## config.mk

```make
export PLATFORM = sky130hd
export DESIGN_NAME = mwc_div
export DESIGN_NICKNAME = d
export VERILOG_FILES = /design/src/rtl/mwc_pkg.sv /design/src/rtl/mwc_div.sv
export SDC_FILE = /design/constraint.sdc
export NUM_CORES = 1
export LEC_CHECK = 0
export BUFFER_PORTS_ARGS = -buffer_cell sky130_fd_sc_hd__buf_2
export CORE_MARGIN = 8
export CORE_UTILIZATION = 37
export CTS_CLUSTER_DIAMETER = 40
export DETAILED_ROUTE_END_ITERATION = 8
export PLACE_DENSITY_LB_ADDON = 0.25
export SLEW_MARGIN = 20
export SYNTH_ARGS = -nofsm -noshare
export SYNTH_HDL_FRONTEND = slang
export SYNTH_SLANG_ARGS = --single-unit
```

## constraint.sdc

```tcl
create_clock -name clk_i -period 3.9 [get_ports clk_i]
set_input_delay 0.78 -clock clk_i [delete_from_list [all_inputs] [get_ports clk_i]]
set_output_delay 0.78 -clock clk_i [all_outputs]
set_load 0.01 [all_outputs]
```

## src/rtl/mwc_pkg.sv

```systemverilog
package mwc_pkg;

  localparam int SAMPLE_W   = 24;
  localparam int OUT_W      = 21;
  localparam int CEIL_W     = 20;
  localparam int SOFT_W     = 16;
  localparam int PEAK_IN_W  = 23;
  localparam int PEAK_OUT_W = 20;
  localparam int CFG_IDX_W  = 2;
  localparam int CFG_DATA_W = 20;

  localparam int TANH_DEPTH = 1024;
  localparam int TANH_IDX_W = $clog2(TANH_DEPTH);
  localparam int TANH_LAST  = TANH_DEPTH - 1;
  localparam int TANH_W     = 31;
  localparam int FRAC_W     = 16;
  localparam int QUOT_W     = TANH_IDX_W + FRAC_W;
  localparam int DIVR_W     = 42;
  localparam int REM_W      = DIVR_W + 1;
  localparam int NUM_W      = 47;
  localparam int PNUM_W     = NUM_W + TANH_IDX_W;
  localparam int MUL_A_W    = 32;
  localparam int MUL_B_W    = 24;
  localparam int PROD_W     = MUL_A_W + MUL_B_W;
  localparam int CNT_W      = $clog2(QUOT_W + 1);

  localparam logic [TANH_W-1:0]     Q30_ONE  = TANH_W'(1) << 30;
  localparam logic [CEIL_W:0]       OUT_MAX  = (CEIL_W + 1)'(524288);
  localparam logic [CEIL_W-1:0]     EPS_CEIL = CEIL_W'(52);
  localparam logic [SOFT_W-1:0]     SOFT_MIN = SOFT_W'(4096);
  localparam logic [CEIL_W-1:0]     CEIL_RST = CEIL_W'(494984);
  localparam logic [SOFT_W-1:0]     SOFT_RST = SOFT_W'(22118);

  typedef enum logic [1:0] {
    MODE_SOFT = 2'd0,
    MODE_HARD = 2'd1,
    MODE_ASYM = 2'd2,
    MODE_PASS = 2'd3
  } mode_e;

  typedef enum logic [CFG_IDX_W-1:0] {
    REG_MODE = 2'd0,
    REG_CEIL = 2'd1,
    REG_SOFT = 2'd2,
    REG_NONE = 2'd3
  } reg_idx_e;

  typedef enum logic [4:0] {
    ST_IDLE,
    ST_DISP,
    ST_NC_MUL,
    ST_NC_DIV,
    ST_NC_WAIT,
    ST_SSN,
    ST_DEN,
    ST_NUM,
    ST_T_CHK,
    ST_T_WAIT,
    ST_T_RD0,
    ST_T_RD1,
    ST_T_MUL,
    ST_T_INT,
    ST_Y_MUL,
    ST_Y_DIV,
    ST_Y_WAIT,
    ST_DONE
  } state_e;

  typedef struct packed {
    logic              start;
    logic [REM_W-1:0]  rem_init;
    logic [QUOT_W-1:0] shift_in;
    logic [DIVR_W-1:0] divisor;
  } div_req_t;

  typedef logic [TANH_W-1:0] tanh_rom_t [TANH_DEPTH];

  // shift-and-subtract quotient, used only while building the table
  function automatic longint unsigned udiv_u64(longint unsigned a, longint unsigned b);
    longint unsigned q;
    longint unsigned r;
    q = 64'd0;
    r = 64'd0;
    for (int k = 63; k >= 0; k--) begin
      r = (r << 1) | ((a >> k) & 64'd1);
      q = q << 1;
      if (r >= b) begin
        r = r - b;
        q = q | 64'd1;
      end
    end
    return q;
  endfunction

  // tanh(8*i/(DEPTH-1)) in Q30, from a series for exp(-2a/32) squared five times
  function automatic tanh_rom_t build_tanh_rom();
    tanh_rom_t       rom;
    longint unsigned one;
    longint unsigned t;
    longint unsigned term;
    longint unsigned e;
    longint          sum;
    one = 64'd1 << 30;
    for (int i = 0; i < TANH_DEPTH; i++) begin
      t    = udiv_u64(longint'(i) << 30, 64'(2 * TANH_LAST));
      term = one;
      sum  = longint'(one);
      for (int n = 1; n <= 14; n++) begin
        term = udiv_u64((term * t) >> 30, 64'(n));
        if ((n % 2) == 1) sum = sum - longint'(term);
        else sum = sum + longint'(term);
      end
      e = (sum < 0) ? 64'd0 : longint'(sum);
      for (int n = 0; n < 5; n++) begin
        e = (e * e + (one >> 1)) >> 30;
      end
      if (e > one) e = one;
      rom[i] = TANH_W'(udiv_u64(((one - e) << 30) + ((one + e) >> 1), one + e));
    end
    return rom;
  endfunction

endpackage

```

## src/rtl/mwc_div.sv

```systemverilog
module mwc_div import mwc_pkg::*; (
  input  logic              clk_i,
  input  logic              rst_ni,
  input  div_req_t          req_i,
  output logic              done_o,
  output logic [QUOT_W-1:0] quot_o
);

  logic              busy_q, busy_d;
  logic              done_q, done_d;
  logic [CNT_W-1:0]  cnt_q, cnt_d;
  logic [REM_W-1:0]  rem_q, rem_d;
  logic [QUOT_W-1:0] sh_q, sh_d;
  logic [QUOT_W-1:0] quot_q, quot_d;
  logic [DIVR_W-1:0] dvr_q, dvr_d;
  logic [REM_W-1:0]  trial;
  logic              ge;

  always_comb begin
    trial  = {rem_q[REM_W-2:0], sh_q[QUOT_W-1]};
    ge     = trial >= {1'b0, dvr_q};
    busy_d = busy_q;
    done_d = 1'b0;
    cnt_d  = cnt_q;
    rem_d  = rem_q;
    sh_d   = sh_q;
    quot_d = quot_q;
    dvr_d  = dvr_q;
    if (req_i.start) begin
      busy_d = 1'b1;
      cnt_d  = CNT_W'(QUOT_W);
      rem_d  = req_i.rem_init;
      sh_d   = req_i.shift_in;
      dvr_d  = req_i.divisor;
    end else if (busy_q) begin
      // one quotient bit per cycle, restoring
      rem_d  = ge ? (trial - {1'b0, dvr_q}) : trial;
      sh_d   = {sh_q[QUOT_W-2:0], 1'b0};
      quot_d = {quot_q[QUOT_W-2:0], ge};
      cnt_d  = cnt_q - CNT_W'(1);
      if (cnt_q == CNT_W'(1)) begin
        busy_d = 1'b0;
        done_d = 1'b1;
      end
    end
  end

  always_ff @(posedge clk_i or negedge rst_ni) begin
    if (!rst_ni) begin
      busy_q <= 1'b0;
      done_q <= 1'b0;
      cnt_q  <= '0;
    end else begin
      busy_q <= busy_d;
      done_q <= done_d;
      cnt_q  <= cnt_d;
    end
  end

  always_ff @(posedge clk_i) begin
    rem_q  <= rem_d;
    sh_q   <= sh_d;
    quot_q <= quot_d;
    dvr_q  <= dvr_d;
  end

  assign done_o = done_q;
  assign quot_o = quot_q;

endmodule

```

==> run metrics <==
vias in the first global route 6165; peak supply drop 0.3356 mV; Initial Util 37.21%; CP arrival 3.80 ns; commonest non-fill, non-tap cells in the layout buf_2, edfxtp_1, nand2_1, inv_1, a21oi_1; Layout area overhead 18.40%; Cells after Synth 739; most common cell after layout, fill and taps aside buf_2; TritonCTS Buffers 17; Worst Path Class, Setup reg2reg; hold buffer count at cts 0; critical path required time 4.07 ns; CTS sink count 143; post-synthesis mux area share 6.524%; drt first pass iters 5; CP Max Fanout 3; Detailed Route Iter0 Violations 446; Root Buffer clkbuf_16; Cell variety after synth 63; synth warn 0; setup bufs post-CTS 0; compound-gate portion of the synthesized area 14.36%; clk slew on worst S/H paths 0.07 ns; adder-cell share of the synthesized area 6.855%; FFs w/ async S/R, synth 4.895%; Final Critical Period 3.623 ns; Ports 141; ys flop type edfxtp_1; Fin. Hold Viols 0; reg-to-reg slack, setup 0.28 ns; Seq/Total Area, Yosys 51.17%; pin count of the biggest net entering global routing 72; simple logic cell fraction of the synthesized area 12.16%; Die Area 0.02755 sq mm; syn nets 898; first-pass GRT wire length 31800 um; Mapped Area 0.008323 sq mm; Power Dens Cells 732.8 mW/mm^2; port bufs 139; Remaining DRCs 0; final wirelength 20060 um; Fill cells 2150; crit end category register; post-cts sizing count 0; Post-Synth XOR/XNOR Area 4.420%; H-tree levels 4; Slew Viols, Final 0; combinational family with the most area after synthesis compound AO/OA/AOI/OAI gates; Setup crit start kind register; relative slew slack 49.85%; ANT nets after route 0; final period utilization 92.89%; run status finished clean; fin cells 1165; Final Wtd Congestion 0.8210; dpl cells 1131; Post-synth EDFFs 136; Hold Path Class in2async; fmax 0.2760 GHz; chip width 166.0 um; Worst Tran Pin Value 0.7506 ns; Fin Clk Skew 0.01202 ns; antenna violations before repair 6; Final Cell Area 0.009854 sq mm; Nets 1024; GR Overflow Total 0; worst reg-to-reg path cell count 12; Skew-Pair Late Insertion Delay 0.43 ns; Max-cap violations 0; Leak 4.092 nW; DR vias 6075; share of cells above drive strength 1 26.31%; Post-DP Area 0.009278 sq mm; CTS tree built; row count 55; #FFs+latches synth 143; Core ar. 0.02237 sq mm; Via-to-Cell Ratio 5.215; wire length per cell 17.22 um; Overall Global Routing Usage 14.28%; Final setup viols 0; DP HPWL 14520 um; setup_tns 0 ns; Post-Syn Area per Cell 11.26 sq um; unrepaired setup endpoints after global routing no; Clock Tree Buf Depth 2; Die H 166.0 um
per-layer routing:
metal / up-vias / GRT usage (%) / wire, um
met5: - / 0 / 47
met4: 8 / 4.585 / 243
met3: 26 / 5.253 / 1388
met2: 142 / 22.16 / 8971
met1: 2895 / 18.20 / 9405
li1: 3004 / - / -
critical path: stages (launching register included):
cell      delay [ns]
edfxtp_1        0.32
inv_1           0.05
ha_1            0.22
fa_1            0.41
nand2b_1        0.18
a211o_1         0.31
a22o_1          0.25
o41ai_2         0.42
o21a_1          0.26
nand3_1         0.14
a311oi_1        0.38
xor2_1          0.12
a221o_1         0.32
cell families after synthesis:
group / after synthesis
AOI/OAI and AO/OA: 173
xor gates and xnor gates: 42
adders and majority gates: 45
buffers and inverters: 90
DFF: 143
muxes: 47
and+or+nand+nor: 199
area by class of cell:
class	count	area (sq um)	share of cell area, %
repair buffers	147	774.5	7.859
inverters	50	190.2	1.930
clock inverters	15	146.4	1.486
diodes	2	5.005	0.05079
well taps	285	356.6	3.619
multi-input cells	506	3697	37.52
clock buffers	17	425.4	4.317
flip-flops and latches	143	4259	43.22
stage by stage:
step                      util, %  power, mW  hold WS (ns)  setup WS [ns]
after floorplan                 -      4.881        0.4844         0.7225
after global placement      41.46      5.586        0.4275         0.3372
after detailed placement    41.48      5.611        0.4286         0.2353
after CTS                   44.04      7.274        0.1556         0.2111
after global routing        44.06      7.722        0.1729        0.04417
final                       44.06      7.221        0.1763         0.2774
synthesized netlist by cell type (all sizes together) (2+ instances only):
library cell | number | area, sq um
nand3b | 19 | 142.6
dfrtp | 7 | 175.2
nor3b | 7 | 52.55
inv | 50 | 190.2
nand2 | 63 | 236.5
clkbuf | 24 | 90.09
and3 | 5 | 31.28
or2 | 2 | 12.51
buf | 16 | 95.09
mux2 | 40 | 473.0
o2111ai | 2 | 17.52
o211ai | 5 | 42.54
o21ai | 33 | 180.2
o31a | 2 | 17.52
o311ai | 18 | 157.7
a21boi | 2 | 15.02
a211oi | 3 | 22.52
nand2b | 10 | 62.56
a21o | 16 | 120.1
and2 | 5 | 31.28
mux2i | 7 | 70.07
xnor2 | 20 | 175.2
edfxtp | 136 | 4084
nor2b | 11 | 68.82
a221o | 9 | 90.09
o21a | 9 | 67.56
ha | 44 | 550.5
a211o | 3 | 26.28
o21bai | 5 | 37.54
nor3 | 15 | 75.07
and4 | 2 | 17.52
nor2 | 32 | 120.1
a31oi | 7 | 43.79
xor2 | 22 | 192.7
a2111oi | 3 | 32.53
nand4 | 9 | 56.30
a21oi | 47 | 242.7
nand3 | 16 | 80.08
power breakdown:
part / internal, mW / switching [mW] / leakage, nW
clock: 0.897 / 0.714 / 0.272
sequential: 2.10 / 0.165 / 1.48
combinational: 1.45 / 1.89 / 2.34
sequential cells by signal (all words and copies together), names as in the netlist:
signal	count
dvr_q	42
rem_q	42
quot_o	26
sh_q	26
cnt_q	5
busy_q	1
done_o	1
path summary, 6_finish.rpt:
kind	from	to
min	rst_ni	cnt_q[0]
max	sh_q[25]	rem_q[34]
min reg2reg	quot_o[24]	quot_o[25]
max in group asynchronous	rst_ni	cnt_q[4]
max reg2reg	sh_q[25]	rem_q[34]
min in group clk_i	quot_o[24]	quot_o[25]
(Power assumes the default switching activity.)
